### src/hdl/i2cmw_pkg.sv
package i2cmw_pkg;

  localparam int APB_AW = 4;
  localparam int APB_DW = 32;

  localparam logic [1:0] REG_DEV_ADDR    = 2'd0;
  localparam logic [1:0] REG_PHASE_TICKS = 2'd1;
  localparam logic [1:0] REG_ACK_LIMIT   = 2'd2;

  localparam logic [6:0]  DEV_ADDR_RST    = 7'd60;
  localparam logic [15:0] PHASE_TICKS_RST = 16'd250;
  localparam logic [7:0]  ACK_LIMIT_RST   = 8'd250;

  typedef struct packed {
    logic [6:0]  dev_addr;
    logic [15:0] phase_ticks;
    logic [7:0]  ack_limit;
  } cfg_t;

  typedef struct packed {
    logic       byte_offered;
    logic [7:0] payload_byte;
    logic       payload_last;
    logic       sda_sampled;
  } item_t;

  typedef struct packed {
    logic scl_release;
    logic sda_release;
    logic byte_taken;
    logic busy_res;
    logic nack_error;
    logic done_res;
  } res_t;

endpackage

### src/hdl/i2cmw_regs.sv
module i2cmw_regs
  import i2cmw_pkg::*;
(
  input  logic              clk,
  input  logic              rst_n,
  input  logic              psel,
  input  logic              penable,
  input  logic              pwrite,
  input  logic [APB_AW-1:0] paddr,
  input  logic [APB_DW-1:0] pwdata,
  output logic [APB_DW-1:0] prdata,
  output logic              pready,
  output cfg_t              cfg
);

  cfg_t       cfg_r;
  logic [1:0] reg_idx;
  logic       wr_en;

  assign reg_idx = paddr[3:2];
  assign wr_en   = psel & penable & pwrite;
  assign pready  = 1'b1;
  assign cfg     = cfg_r;

  always_ff @(posedge clk) begin
    if (!rst_n) begin
      cfg_r.dev_addr    <= DEV_ADDR_RST;
      cfg_r.phase_ticks <= PHASE_TICKS_RST;
      cfg_r.ack_limit   <= ACK_LIMIT_RST;
    end else if (wr_en) begin
      unique case (reg_idx)
        REG_DEV_ADDR:    cfg_r.dev_addr    <= pwdata[6:0];
        REG_PHASE_TICKS: cfg_r.phase_ticks <= pwdata[15:0];
        REG_ACK_LIMIT:   cfg_r.ack_limit   <= pwdata[7:0];
        default: ;
      endcase
    end
  end

  always_comb begin
    unique case (reg_idx)
      REG_DEV_ADDR:    prdata = {{(APB_DW-7){1'b0}}, cfg_r.dev_addr};
      REG_PHASE_TICKS: prdata = {{(APB_DW-16){1'b0}}, cfg_r.phase_ticks};
      REG_ACK_LIMIT:   prdata = {{(APB_DW-8){1'b0}}, cfg_r.ack_limit};
      default:         prdata = '0;
    endcase
  end

endmodule

### src/hdl/i2cmw_seq.sv
module i2cmw_seq
  import i2cmw_pkg::*;
#(
  parameter int TIMER_WIDTH = 16
) (
  input  logic  clk,
  input  logic  rst_n,
  input  logic  step_en,
  input  item_t item,
  input  cfg_t  cfg,
  output res_t  res
);

  typedef enum logic [3:0] {
    PH_IDLE, PH_START_A, PH_START_B, PH_START_C,
    PH_BIT_SETUP, PH_BIT_HIGH, PH_BIT_LOW,
    PH_ACK_SETUP, PH_ACK_POLL, PH_ACK_LOW, PH_WAIT,
    PH_STOP_A, PH_STOP_B, PH_STOP_C
  } phase_t;

  localparam int LW = ((TIMER_WIDTH > 16) ? TIMER_WIDTH : 16) + 1;

  phase_t                 phase_r, phase_nxt;
  logic [TIMER_WIDTH-1:0] timer_r, timer_nxt;
  logic [2:0]             bit_cnt_r, bit_cnt_nxt;
  logic [7:0]             shift_r, shift_nxt;
  logic [7:0]             ack_cnt_r, ack_cnt_nxt;
  logic                   last_pend_r, last_pend_nxt;
  logic                   abort_r, abort_nxt;
  logic                   addr_sent_r, addr_sent_nxt;

  logic [LW-1:0] len_raw, len_cap, len_eff, timer_plus;
  logic          elapsed;
  logic [7:0]    ack_inc, ack_lim;
  logic          cur_bit;

  // phase length: zero means one tick, saturates at the timer range
  always_comb begin
    len_raw    = (cfg.phase_ticks == 16'd0) ? LW'(1)
                 : {{(LW-16){1'b0}}, cfg.phase_ticks};
    len_cap    = LW'(1) << TIMER_WIDTH;
    len_eff    = (len_raw > len_cap) ? len_cap : len_raw;
    timer_plus = {{(LW-TIMER_WIDTH){1'b0}}, timer_r} + LW'(1);
    elapsed    = (timer_plus >= len_eff);
  end

  assign cur_bit = shift_r[7];
  assign ack_inc = ack_cnt_r + 8'd1;
  assign ack_lim = (cfg.ack_limit == 8'd0) ? 8'd1 : cfg.ack_limit;

  always_comb begin
    phase_nxt     = phase_r;
    timer_nxt     = elapsed ? '0 : timer_r + 1'b1;
    bit_cnt_nxt   = bit_cnt_r;
    shift_nxt     = shift_r;
    ack_cnt_nxt   = ack_cnt_r;
    last_pend_nxt = last_pend_r;
    abort_nxt     = abort_r;
    addr_sent_nxt = addr_sent_r;
    res           = '0;
    res.scl_release = 1'b1;
    res.sda_release = 1'b1;

    // line levels reflect the phase held at the start of the tick
    unique case (phase_r)
      PH_START_B:   res.sda_release = 1'b0;
      PH_START_C, PH_STOP_A: begin
        res.scl_release = 1'b0;
        res.sda_release = 1'b0;
      end
      PH_BIT_SETUP, PH_BIT_LOW: begin
        res.scl_release = 1'b0;
        res.sda_release = cur_bit;
      end
      PH_BIT_HIGH:  res.sda_release = cur_bit;
      PH_ACK_SETUP, PH_ACK_LOW, PH_WAIT: res.scl_release = 1'b0;
      PH_STOP_B:    res.sda_release = 1'b0;
      default: ;
    endcase

    unique case (phase_r)
      PH_IDLE: begin
        timer_nxt = '0;
        if (abort_r) begin
          if (item.byte_offered) begin
            res.byte_taken = 1'b1;
            if (item.payload_last) abort_nxt = 1'b0;
          end
        end else if (item.byte_offered) begin
          shift_nxt     = {cfg.dev_addr, 1'b0};
          bit_cnt_nxt   = '0;
          ack_cnt_nxt   = '0;
          last_pend_nxt = 1'b0;
          addr_sent_nxt = 1'b0;
          phase_nxt     = PH_START_A;
        end
      end
      PH_START_A:   if (elapsed) phase_nxt = PH_START_B;
      PH_START_B:   if (elapsed) phase_nxt = PH_START_C;
      PH_START_C:   if (elapsed) phase_nxt = PH_BIT_SETUP;
      PH_BIT_SETUP: if (elapsed) phase_nxt = PH_BIT_HIGH;
      PH_BIT_HIGH:  if (elapsed) phase_nxt = PH_BIT_LOW;
      PH_BIT_LOW: begin
        if (elapsed) begin
          if (bit_cnt_r == 3'd7) begin
            bit_cnt_nxt = '0;
            phase_nxt   = PH_ACK_SETUP;
          end else begin
            shift_nxt   = {shift_r[6:0], 1'b0};
            bit_cnt_nxt = bit_cnt_r + 3'd1;
            phase_nxt   = PH_BIT_SETUP;
          end
        end
      end
      PH_ACK_SETUP: begin
        if (elapsed) begin
          ack_cnt_nxt = '0;
          phase_nxt   = PH_ACK_POLL;
        end
      end
      PH_ACK_POLL: begin
        timer_nxt = '0;
        if (!item.sda_sampled) begin
          ack_cnt_nxt = '0;
          phase_nxt   = PH_ACK_LOW;
        end else if (ack_inc >= ack_lim) begin
          ack_cnt_nxt    = '0;
          res.nack_error = 1'b1;
          abort_nxt      = !(addr_sent_r && last_pend_r);
          phase_nxt      = PH_STOP_A;
        end else begin
          ack_cnt_nxt = ack_inc;
        end
      end
      PH_ACK_LOW: begin
        if (elapsed) begin
          if (addr_sent_r && last_pend_r) begin
            phase_nxt = PH_STOP_A;
          end else begin
            addr_sent_nxt = 1'b1;
            phase_nxt     = PH_WAIT;
          end
        end
      end
      PH_WAIT: begin
        timer_nxt = '0;
        if (item.byte_offered) begin
          res.byte_taken = 1'b1;
          shift_nxt      = item.payload_byte;
          last_pend_nxt  = item.payload_last;
          bit_cnt_nxt    = '0;
          phase_nxt      = PH_BIT_SETUP;
        end
      end
      PH_STOP_A: if (elapsed) phase_nxt = PH_STOP_B;
      PH_STOP_B: if (elapsed) phase_nxt = PH_STOP_C;
      PH_STOP_C: begin
        if (elapsed) begin
          res.done_res  = 1'b1;
          last_pend_nxt = 1'b0;
          addr_sent_nxt = 1'b0;
          phase_nxt     = PH_IDLE;
        end
      end
      default: begin
        timer_nxt = '0;
        phase_nxt = PH_IDLE;
      end
    endcase

    res.busy_res = (phase_nxt != PH_IDLE) || abort_nxt;
  end

  always_ff @(posedge clk) begin
    if (!rst_n) begin
      phase_r     <= PH_IDLE;
      timer_r     <= '0;
      bit_cnt_r   <= '0;
      shift_r     <= '0;
      ack_cnt_r   <= '0;
      last_pend_r <= 1'b0;
      abort_r     <= 1'b0;
      addr_sent_r <= 1'b0;
    end else if (step_en) begin
      phase_r     <= phase_nxt;
      timer_r     <= timer_nxt;
      bit_cnt_r   <= bit_cnt_nxt;
      shift_r     <= shift_nxt;
      ack_cnt_r   <= ack_cnt_nxt;
      last_pend_r <= last_pend_nxt;
      abort_r     <= abort_nxt;
      addr_sent_r <= addr_sent_nxt;
    end
  end

`ifndef NO_ASSERTIONS
  a_done_to_idle: assert property (@(posedge clk) disable iff (!rst_n)
    step_en && res.done_res |=> phase_r == PH_IDLE)
    else $error("done pulse without return to idle");

  a_nack_to_stop: assert property (@(posedge clk) disable iff (!rst_n)
    step_en && res.nack_error |=> phase_r == PH_STOP_A)
    else $error("nack without stop");

  a_hold_no_step: assert property (@(posedge clk) disable iff (!rst_n)
    !step_en |=> $stable(phase_r) && $stable(shift_r))
    else $error("sequencer moved without a transfer");

  a_wait_bitcnt: assert property (@(posedge clk) disable iff (!rst_n)
    phase_r == PH_WAIT |-> bit_cnt_r == 3'd0 && addr_sent_r)
    else $error("byte wait with stale bit count");
`endif

endmodule

### src/hdl/i2c_master_write_engine.sv
// Write-only I2C master. Each input transfer is one tick of the bus sequencer and yields
// exactly one result transfer carrying the SCL/SDA release levels and the status pulses
// for that tick. One transfer is accepted per cycle while the result side keeps up; an input
// register and a result register sit on either side of the sequencer step, and a stalled
// result side stops input only once both registers are full. Bus timing is counted in ticks:
// phase_ticks per start, stop and bit phase, and up to ack_limit SDA samples for the
// acknowledge. After a NACK the remaining bytes up to the one marked last are taken and
// discarded. Write configuration only while idle.
module i2c_master_write_engine
  import i2cmw_pkg::*;
#(
  parameter int TIMER_WIDTH = 16
) (
  input  logic              clk,
  input  logic              rst_n,
  input  logic              in_valid,
  output logic              in_ready,
  input  logic              in_byte_offered,
  input  logic [7:0]        in_payload_byte,
  input  logic              in_payload_last,
  input  logic              in_sda_sampled,
  output logic              out_valid,
  input  logic              out_ready,
  output logic              out_scl_release,
  output logic              out_sda_release,
  output logic              out_byte_taken,
  output logic              out_busy_res,
  output logic              out_nack_error,
  output logic              out_done_res,
  input  logic              cfg_psel,
  input  logic              cfg_penable,
  input  logic              cfg_pwrite,
  input  logic [APB_AW-1:0] cfg_paddr,
  input  logic [APB_DW-1:0] cfg_pwdata,
  output logic [APB_DW-1:0] cfg_prdata,
  output logic              cfg_pready
);

  cfg_t  cfg;
  item_t in_item_r;
  logic  in_vld_r;
  res_t  step_res;
  res_t  out_res_r;
  logic  out_vld_r;
  logic  step_en;
  logic  in_xfer;

  i2cmw_regs u_regs (
    .clk     (clk),
    .rst_n   (rst_n),
    .psel    (cfg_psel),
    .penable (cfg_penable),
    .pwrite  (cfg_pwrite),
    .paddr   (cfg_paddr),
    .pwdata  (cfg_pwdata),
    .prdata  (cfg_prdata),
    .pready  (cfg_pready),
    .cfg     (cfg)
  );

  assign step_en  = in_vld_r && (!out_vld_r || out_ready);
  assign in_ready = !in_vld_r || step_en;
  assign in_xfer  = in_valid && in_ready;

  always_ff @(posedge clk) begin
    if (!rst_n) begin
      in_vld_r <= 1'b0;
    end else begin
      in_vld_r <= in_xfer || (in_vld_r && !step_en);
    end
  end

  always_ff @(posedge clk) begin
    if (in_xfer) begin
      in_item_r.byte_offered <= in_byte_offered;
      in_item_r.payload_byte <= in_payload_byte;
      in_item_r.payload_last <= in_payload_last;
      in_item_r.sda_sampled  <= in_sda_sampled;
    end
  end

  i2cmw_seq #(
    .TIMER_WIDTH (TIMER_WIDTH)
  ) u_seq (
    .clk     (clk),
    .rst_n   (rst_n),
    .step_en (step_en),
    .item    (in_item_r),
    .cfg     (cfg),
    .res     (step_res)
  );

  always_ff @(posedge clk) begin
    if (!rst_n) begin
      out_vld_r <= 1'b0;
    end else begin
      out_vld_r <= step_en || (out_vld_r && !out_ready);
    end
  end

  always_ff @(posedge clk) begin
    if (step_en) begin
      out_res_r <= step_res;
    end
  end

  assign out_valid       = out_vld_r;
  assign out_scl_release = out_res_r.scl_release;
  assign out_sda_release = out_res_r.sda_release;
  assign out_byte_taken  = out_res_r.byte_taken;
  assign out_busy_res    = out_res_r.busy_res;
  assign out_nack_error  = out_res_r.nack_error;
  assign out_done_res    = out_res_r.done_res;

endmodule

### config.mk
export PLATFORM = sky130hd
export DESIGN_NAME = i2c_master_write_engine
export DESIGN_NICKNAME = d
export VERILOG_FILES = /design/src/hdl/i2cmw_pkg.sv /design/src/hdl/i2cmw_regs.sv /design/src/hdl/i2cmw_seq.sv /design/src/hdl/i2c_master_write_engine.sv
export SDC_FILE = /design/constraint.sdc
export NUM_CORES = 1
export LEC_CHECK = 0
export BUFFER_PORTS_ARGS = -buffer_cell sky130_fd_sc_hd__buf_2
export CAP_MARGIN = 25
export CORE_ASPECT_RATIO = 1.75
export CORE_MARGIN = 2
export CORE_UTILIZATION = 51
export CTS_CLUSTER_DIAMETER = 60
export CTS_CLUSTER_SIZE = 16
export DETAILED_ROUTE_END_ITERATION = 8
export HOLD_SLACK_MARGIN = 0.02
export PLACE_DENSITY_LB_ADDON = 0.15
export SYNTH_ARGS = -nofsm -noshare
export SYNTH_HDL_FRONTEND = slang
export SYNTH_SLANG_ARGS = --single-unit
### constraint.sdc
create_clock -name clk -period 3.7 [get_ports clk]
set_input_delay 0.74 -clock clk [delete_from_list [all_inputs] [get_ports clk]]
set_output_delay 0.74 -clock clk [all_outputs]
set_load 0.05 [all_outputs]
* Word-level counts from Yosys, hierarchy flattened
Cells that the tools add are included.
** Storage, ports and cells
- Input bits :: 54
- Register bits after elaboration :: 92
- Output and inout port bits :: 41
** Cells by class
- $add $sub $neg :: 4
- Mux-type cells :: 63
- Equality and inequality tests :: 25
- Bitwise gates (word level) :: 2
- Order comparisons :: 3
- Reduce and logical (&&, ||, !) cells :: 37
** Operators with widths (number)
- $mux 8 :: 11
- $mux 4 :: 16
- $pmux 4 s14 :: 1
- $mux 16 :: 3
- $pmux 16 s3 :: 1
- $pmux 8 s3 :: 2
- $eq 4x4->1 const B :: 6
- $add 16x1->17 const B :: 1
- $ge 17x17->1 :: 1
- $gt 17x17->1 const B :: 1
- $mux 1 :: 17
- $mux 17 :: 1
- $add 16x1->16 const B :: 1
- $eq 4x3->1 const B :: 4
- $logic_not 16->1 :: 1
- $reduce_and 7->1 :: 2
- $mux 3 :: 4
- $reduce_bool 3->1 :: 4
- $reduce_or 11->1 :: 1
- $ne 2x2->1 const B :: 5
- $pmux 3 s3 :: 1
- $add 8x1->8 const B :: 1
- $eq 4x2->1 const B :: 2
- $ge 8x8->1 :: 1
- other kinds (24) :: 46

* Longest topological paths before layout
Gate-level depths: netlist of run 1.
- Word-level depth :: 9
- Gate-level depth with buffers :: 17

* Hierarchy
Synthesis of run 1 repeated with hierarchy kept, for this count alone.
** Second synthesis, totals
- Cell total of the unflattened synthesis :: 631
- Area, all modules :: 5585.4 µm²
** Modules (own cells, without submodules)
- i2cmw_seq :: area each 3320.7 µm², cells an instance 426, instances 1
- i2cmw_regs :: area each 1650.3 µm², cells an instance 179, instances 1
- i2c_master_write_engine :: area each 614.3 µm², cells an instance 26, instances 1

* Least setup slack after synthesis of run 1
No wires, ideal clock.
- Kind :: register to register
- Start :: reg u_seq.timer_r[0]
- End :: reg out_res_r (netlist bit out_busy_res), data pin
- Clock period less this slack :: 3968 ps
- Data arrival time :: 3697 ps
- Path buffers :: 0
- Cell stages (with the launch flop) :: 16
- Setup slack :: -268 ps
- Required time :: 3428 ps
- Path through :: dfxtp_1 > ha_1 > nand3_1 > or3_4 > clkinv_2 > and3_1 > xor2_1 > ha_1 > a21o_1 > a21oi_1 > o21ai_0 > a311oi_4 > nand2_4 > mux2i_1 > or4_1 > or4b_1
** RTL lines
- start: declaration :: RTL line i2cmw_seq.sv:24 : logic [TIMER_WIDTH-1:0] timer_r, timer_nxt;
- start signal: assignment :: RTL line i2cmw_seq.sv:186 : timer_r <= timer_nxt;
- end signal: assignment :: RTL line i2c_master_write_engine.sv:103 : out_res_r <= step_res;
- end: declaration :: RTL line i2c_master_write_engine.sv:43 : res_t out_res_r;

==> results.txt, run 1 <==
The maximum clock frequency is 256 MHz. The count of non-filler cells in the finished layout is 834. Across all setup checks in the final design, the least slack found is -0.213 ns. The worst setup timing slack at the placement stage is -0.285 ns. The core box area is 0.00985 sq mm. Summing all placed instances gives a cell area of 0.00576 sq mm.

The count of antenna-violating nets left after detailed routing came out at 0. The die boundary width is 80.0 um. 0 antenna diodes ended up in the layout. The total count of max-transition violations in the final report was 0. The clock tree skew after final layout is 0.0101 ns.

The largest fanout on the critical path is 2. The fraction of final layout cells sized beyond drive strength 1 is 0.217. The worst endpoint data arrival time came out at 3.99 ns. Max-cap violations in this run came to 0.

The mean routed wirelength per cell came out at 16.1 um. The checks that failed: negative setup slack. The number of endpoints with negative hold slack in the final report came out at 0. The met2 layer wire length in the routed design came out at 7550 um. For this run, design rule violations remaining after detail routing come to 0. The root buffer selected by CTS is sky130_fd_sc_hd__clkbuf_16. The largest individual stage delay along the critical path comes from the cell sky130_fd_sc_hd__or4_1. The final cycle utilization of the critical path is 1.06.

The largest area contributor in the netlist is sky130_fd_sc_hd__dfxtp_1. The final net count came out at 786. The met3 wire length came out at 384 um.

The number of standard cells after synthesis is 617. In this run, the number of DRC markers left after iteration 0 of detailed routing was 220. By area the synthesized netlist is led by sky130_fd_sc_hd__dfxtp_1 29%, sky130_fd_sc_hd__edfxtp_1 9.9%, sky130_fd_sc_hd__nand2_1 7.1%. The critical path launch point type is a flop.

The warning count from the yosys run is 0. The global-route wire length before repair is 21600 um. The maximum resistive drop on vdd came out at 308 uV.

The final-report setup violation count is 1. The clock tree from TritonCTS is done. The final critical delay including setup and external delays is 3.91 ns.

The placed cell count came out at 812. For the pin with the worst max-slew slack, the measured transition is 0.911 ns. The number of buffers on the longest clock path came out at 2. Setup repair after global routing could not meet its margin everywhere. The flop and latch count out of synthesis is 92. The final layout contains routed wiring with a total length of 13500 um. Summing all non-filler instances in the final layout gives an area of 0.00626 sq mm. The fraction of post-synthesis cell area in the top cell type by area came out at 0.292.

The type of the worst setup path is flop to flop. The run finished, with violations left. The total global-route track usage is 0.250. The maximum number of pins on one net before global-route repair came out at 27. The number of standard-cell rows in the floorplan is 48. The area of the die is 0.0109 sq mm. The number of clock sinks is 92.

The relative slew slack is 0.392. Dividing the detail-routed via count by the number of cells gives 5.65. The power density over the cells is 362 mW/mm^2. For the worst setup path, the data required time is 3.78 ns. The detailed-routing wirelength on met1 is 5140 um. The maximum cell stage delay along the critical path came out at 0.51 ns. The remaining global-route overflow came out at 0. Summing every instance area after synthesis gives 0.00515 sq mm.

The placer congestion estimate came out at 0.872. The layout overhead on the synthesized area came out at 21.6%. The clock latency on the worst-skew pair is 0.34 ns.

The number of clock buffers inserted by TritonCTS came out at 9. The path class of the tightest hold or removal check is flop to flop. Of all flip-flops after synthesis, the portion carrying an async set or reset was 0.

The initial core utilization is 0.523. The total power is 2.27 mW. STA classifies the critical path endpoint as a flop.

The highest routing layer actually used is met4. The routed via count is 4716. The sequential share of the synthesized area came out at 0.391.

The first-pass iteration count of the detailed router came out at 5. The layout has 872 filler cells. Input and output buffers added on the ports amount to 59. The number of antenna violations at the first check in global routing is 0. Summed over all cells, the static leakage comes to 2.73 nW.

The count of flip-flops with a built-in enable after synthesis came out at 17. The most used flip-flop cell after synthesis is sky130_fd_sc_hd__dfxtp_1. The clock-pin slew on the worst setup and hold paths is 0.07 ns. Hold timing on the final database bottoms out at a slack of 0.462 ns. The mean post-synth cell area came out at 8.35 sq um.

The I/O pin total is 95. Synthesis instantiated 58 different standard cells from the library. The chip height is 137 um. The number of global-route vias before repair is 4527. The deepest level of the CTS H-tree came out at 3. The accumulated negative setup slack came out at -0.213 ns. Traced cell by cell, the critical path runs through ha_4 > nand3_4 > or3_4 > buf_4 > xnor2_2 > ha_1 > a21oi_1 > o21a_1 > o21ai_2 > a311oi_4 > nand2_4 > mux2i_2 > or4_1 > or4b_1. For this run, the share of the core covered by cells in the final layout is 0.636.

The half-perimeter wire length of the detailed placement result came out at 9880 um.
==> repair_timing <==
| action | CTS | global route |
|---|---|---|
| gates resized for setup | 4 | 20 |
| setup endpoints to repair | 1 | 36 |
| hold buffers | 0 | 0 |
| buffers inserted | 4 | 2 |
| endpoints found under the hold margin | 0 | 0 |
| pin swaps | 9 | 7 |
==> routing by layer <==
metal  up-vias  global-route usage
met2       104               0.471
met5         -                   0
met3        26              0.0317
met1      2250               0.281
met4         0              0.0847
li1       2336                   -
==> cells in the final DEF (no fill, tap or decap), types with 10 or more instances in the layout <==
master and n:
sky130_fd_sc_hd__clkbuf_16 10, sky130_fd_sc_hd__nand4_1 12, sky130_fd_sc_hd__dfxtp_1 72, sky130_fd_sc_hd__mux2i_1 10
sky130_fd_sc_hd__o211ai_1 13, sky130_fd_sc_hd__conb_1 17, sky130_fd_sc_hd__nand3_1 20, sky130_fd_sc_hd__inv_1 29
sky130_fd_sc_hd__nor2_1 50, sky130_fd_sc_hd__buf_2 59, sky130_fd_sc_hd__edfxtp_1 17, sky130_fd_sc_hd__buf_4 48
sky130_fd_sc_hd__nand2_1 97, sky130_fd_sc_hd__and2_1 11, sky130_fd_sc_hd__a22oi_1 21, sky130_fd_sc_hd__a21oi_1 42
sky130_fd_sc_hd__o21ai_0 26, sky130_fd_sc_hd__ha_1 26
==> synthesized netlist by cell type, drive strengths merged (2+ instances only) <==
cell type / number
dfxtp: 75
or4: 2
o22ai: 2
o2111ai: 2
a22oi: 21
clkbuf: 23
a311oi: 9
inv: 29
nor3b: 2
conb: 2
o21a: 3
a21o: 2
xor2: 11
nand4: 13
nor2b: 8
a2111o: 2
o31a: 2
a21oi: 43
xnor2: 10
a32o: 5
a41o: 2
o211ai: 13
or4b: 2
ha: 28
buf: 24
edfxtp: 17
nor2: 50
mux2i: 11
o41ai: 2
nand2b: 3
nor3: 12
or3: 3
a31oi: 3
nand3: 22
o21ai: 27
nor4: 4
and2: 12
nand2: 98
and3: 7
==> cell type report <==
| type | count | area (sq um) | area share |
|---|---|---|---|
| multi-input cells | 463 | 2990 | 0.478 |
| inverters | 30 | 118 | 0.0188 |
| flip-flops and latches | 92 | 2020 | 0.322 |
| clock buffers | 11 | 254 | 0.0405 |
| well taps | 125 | 156 | 0.0250 |
| repair buffers | 108 | 667 | 0.106 |
| clock inverters | 5 | 57.6 | 0.00919 |
==> where the power goes <==
group / internal [mW] / switching (mW)
clock: 0.566 / 0.393
combinational: 0.0671 / 0.176
sequential: 1.05 / 0.0199
total: 1.68 / 0.588
==> path summary, 6_finish.rpt <==
path | startpoint | endpoint | slack (ns) | cells past startpoint
worst min register to register | u_seq.shift_r[0]$_SDFFE_PN0P_ | u_seq.shift_r[0]$_SDFFE_PN0P_ | 0.46 | 2
worst min-delay path | u_seq.shift_r[0]$_SDFFE_PN0P_ | u_seq.shift_r[0]$_SDFFE_PN0P_ | 0.46 | 2
worst max-delay path | u_seq.timer_r[0]$_SDFFE_PN0P_ | out_busy_res$_DFFE_PP_ | -0.21 | 14
worst max register to register | u_seq.timer_r[0]$_SDFFE_PN0P_ | out_busy_res$_DFFE_PP_ | -0.21 | 14
==> cell families (layout without fill, tap and decap cells) <==
family | after synthesis | in the layout | synth area share
AO/OA/AOI/OAI | 147 | 147 | 0.195
XOR/XNOR | 21 | 21 | 0.0357
adder cells (fa/ha/maj) | 28 | 28 | 0.0680
buffers and inverters | 77 | 154 | 0.0695
flip-flops | 92 | 92 | 0.391
multiplexers | 11 | 11 | 0.0214
other | 2 | 17 | 0.00146
AND/OR/NAND/NOR | 239 | 239 | 0.219
==> worst max-delay path: cells and delay by family (launching register included) <==
family,cells,cell delay [ns]
simple gates,5,1.55
compound gates,4,0.79
mux,1,0.17
flops,1,0.36
xor+xnor,1,0.14
fa+ha+maj,2,0.47
buf+inv,1,0.16
==> state kept, by name, summed over array words and instances, names as in the netlist, 3 cells and up <==
| register | cells |
|---|---|
| u_seq.bit_cnt_r | 3 |
| u_seq.timer_r | 16 |
| u_seq.phase_r | 4 |
| u_seq.ack_cnt_r | 8 |
| u_regs.cfg | 31 |
| in_item_r | 11 |
| u_seq.shift_r | 8 |
Note: power is estimated with default switching activity, not from simulation.
==> run 2, diff against run 1 <==
Settings changed: CORE_UTILIZATION 51 to 56.
Clock period 3.7 ns to 4.15 ns, I/O delays scaled along.
==> results.txt, run 2 (synthesized netlist as in run 1, its figures left out) <==
The run finished with clean final reports. The accumulated negative setup slack is 0 ns (+0.213 ns). The deepest level of the CTS H-tree was 3 (unchanged). The static power due to leakage came out at 2.58 nW (-5.7%).

The number of antenna violations at the first check in global routing came out at 0 (unchanged). The highest routing layer actually used is met4. The flip-flop count of the largest register after layout was 31 (unchanged). The placed cell count came out at 781 (-3.8%).

The number of inserted filler cells in the final layout was 821 (-5.8%). The cell-internal power came to 1.45 mW (-14%). The proportion of total power due to net switching came to 0.259 (-0.000543).

The mean routed wirelength per cell is 16.5 um (+2.3%). The maximum clock frequency is 245 MHz (-4.3%). The critical path is of the flop to flop type. The core box area is 0.00898 sq mm (-8.8%). The count of non-filler cells in the finished layout came out at 804 (-3.6%). The total count of max-transition violations in the final report is 0 (unchanged). The proportion of power drawn by combinational gates was 0.108 (about the same). The number of max-cap violations came out at 0 (unchanged).

The placer congestion estimate came out at 0.892 (+2.3%). The required arrival time at the worst endpoint came out at 4.23 ns (+0.45 ns). The routed via count came out at 4714 (-0.042%). The root buffer selected by CTS is sky130_fd_sc_hd__clkbuf_16.

The number of buffers on the longest clock path was 2 (unchanged). The worst setup path is launched from a flop. The remaining global-route overflow came out at 0 (unchanged). The maximum resistive drop on vdd came to 238 uV (-23%).

The first-pass iteration count of the detailed router is 7 (+2). Leaving out fill and tap cells, the most frequent cell in the layout is sky130_fd_sc_hd__nand2_1. The clock-pin slew on the worst setup and hold paths is 0.06 ns (about the same). The clock latency on the worst-skew pair is 0.35 ns (about the same).

The fraction of final layout cells sized beyond drive strength 1 is 0.181 (-0.0359). The number of endpoints with negative hold slack in the final report is 0 (unchanged). The final critical delay including setup and external delays came out at 4.09 ns (+0.175 ns).

The hold-fix buffer count after cts was 0 (unchanged). The largest fanout on the critical path came to 4 (+2). The number of global-route vias before repair came out at 4620 (+2.1%). The chip height came to 131 um (-4.4%). The critical path capture point type is a flop.

TritonCTS built the clock tree. The number of standard-cell rows in the floorplan came out at 46 (-4.2%). The met2 layer wire length in the routed design is 7310 um (-3.2%). The die boundary width came out at 76.5 um (-4.3%).

The number of clock sinks came out at 92 (unchanged). The path class of the tightest hold or removal check is flop to flop. The final net count came out at 761 (-3.2%).

The top cell types in the final layout, fill and taps aside, are 97 x sky130_fd_sc_hd__nand2_1, 69 x sky130_fd_sc_hd__dfxtp_1, 59 x sky130_fd_sc_hd__buf_2. The number of diodes added for antenna fixing is 0 (unchanged). The count of buffers from port buffering is 59 (unchanged). The hold slack came out at 0.480 ns (+0.0174 ns). The clock share of power is 0.405 (-0.018).

The final-report setup violation count came out at 0 (-1). The clock tree skew after final layout came out at 0.00979 ns (-0.000303 ns). The maximum number of pins on one net before global-route repair came out at 27 (unchanged). The detailed-route DRC error count was 0 (unchanged). The count of routing violations after the opening detailed-route iteration came out at 219 (-0.45%). The via density per instance was 5.86 (+3.7%). The total length of routed wires came out at 13300 um (-1.4%). The layout overhead on the synthesized area came out at 16.4%. The detailed-routing wirelength on met1 is 4740 um (-7.7%).

The power spent charging and discharging nets came out at 507 uW (-14%). The number of clock buffers inserted by TritonCTS came out at 9 (unchanged). The initial core utilization was 0.574 (+0.0507). The proportion of power drawn by flip-flops and latches came out at 0.487 (+0.017). The power density over the cells came to 326 mW/mm^2 (-9.7%). The slew of the pin with the lowest slew margin came out at 0.817 ns (-0.0934 ns). The total global-route track usage was 0.267 (+0.0179).

The global-route wire length before repair is 20900 um (-3.3%). The relative slew slack is 0.455 (+0.0624). The count of antenna-violating nets left after detailed routing came to 0 (unchanged). The final cycle utilization of the critical path came out at 0.985 (-0.0726).

The half-perimeter wire length of the detailed placement result was 9960 um (+0.80%). The I/O pin total came out at 95 (unchanged). The worst endpoint data arrival time came out at 4.17 ns (+0.18 ns). The area of the die is 0.0100 sq mm (-8.6%). The met3 wire length came out at 530 um (+38%).
==> run 2: worst max-delay path, cell delays in order (launching register included) <==
cell and delay, ns:
sky130_fd_sc_hd__dfxtp_2 0.36, sky130_fd_sc_hd__ha_4 0.14, sky130_fd_sc_hd__nand3_2 0.10, sky130_fd_sc_hd__or3_4 0.41
sky130_fd_sc_hd__inv_4 0.07, sky130_fd_sc_hd__and3_4 0.21, sky130_fd_sc_hd__xor2_4 0.19, sky130_fd_sc_hd__ha_4 0.23
sky130_fd_sc_hd__a21o_1 0.19, sky130_fd_sc_hd__a21oi_2 0.11, sky130_fd_sc_hd__o21ai_1 0.11, sky130_fd_sc_hd__a311oi_4 0.35
sky130_fd_sc_hd__nand2_4 0.11, sky130_fd_sc_hd__mux2i_2 0.18, sky130_fd_sc_hd__or4_4 0.54, sky130_fd_sc_hd__or4b_1 0.53
==> run 2: worst paths after layout <==
path | from | endpoint | slack [ns] | cells after the start
max | u_seq.timer_r[1]$_SDFFE_PN0P_ | out_busy_res$_DFFE_PP_ | 0.06 | 15
min | u_regs.cfg[30]$_SDFFE_PN0P_ | u_regs.cfg[30]$_SDFFE_PN0P_ | 0.48 | 2
max reg2reg | u_seq.timer_r[1]$_SDFFE_PN0P_ | out_busy_res$_DFFE_PP_ | 0.06 | 15
min reg2reg | u_regs.cfg[30]$_SDFFE_PN0P_ | u_regs.cfg[30]$_SDFFE_PN0P_ | 0.48 | 2
==> run 2: timing repair <==
item                       in CTS  in global routing
gates resized for setup         2                 23
setup endpoints to repair       1                  1
pin swaps                       1                  7
buffers inserted                0                  7
==> run 2: layout make-up <==
type	instances	area [sq um]	area share
clock buffer	10	229	0.0382
tap	120	150	0.0250
timing repair buffer	83	479	0.0799
sequential	92	2020	0.337
inverter	30	115	0.0192
multi-input combinational	463	2950	0.492
clock inverter	6	55.1	0.00918
==> run 2: routing by layer <==
metal,track usage,vias up
met5,0,-
met4,0.191,0
met3,0.0433,54
met2,0.519,144
met1,0.253,2215
li1,-,2301
==> run 2: power groups by stage <==
stage               combinational, mW  sequential [mW]  clock [mW]
global placement                0.201            0.971           0
global route                    0.227            0.955       0.837
CTS                             0.206            0.953       0.807
detailed placement              0.205            0.972           0
floorplan                       0.156            0.973           0
finish                          0.211            0.954       0.793
==> run 2: through the flow <==
stage / worst slack, ns / utilization / power, mW / area [sq um]
after floorplan: 0.182 / - / 1.13 / 5210
after global placement: -0.00296 / 0.616 / 1.17 / 5530
after detailed placement: -0.0891 / 0.617 / 1.18 / 5540
after CTS: 0.0104 / 0.650 / 1.97 / 5840
after global routing: -0.0333 / 0.668 / 2.02 / 6000
final: 0.0618 / 0.668 / 1.96 / 6000
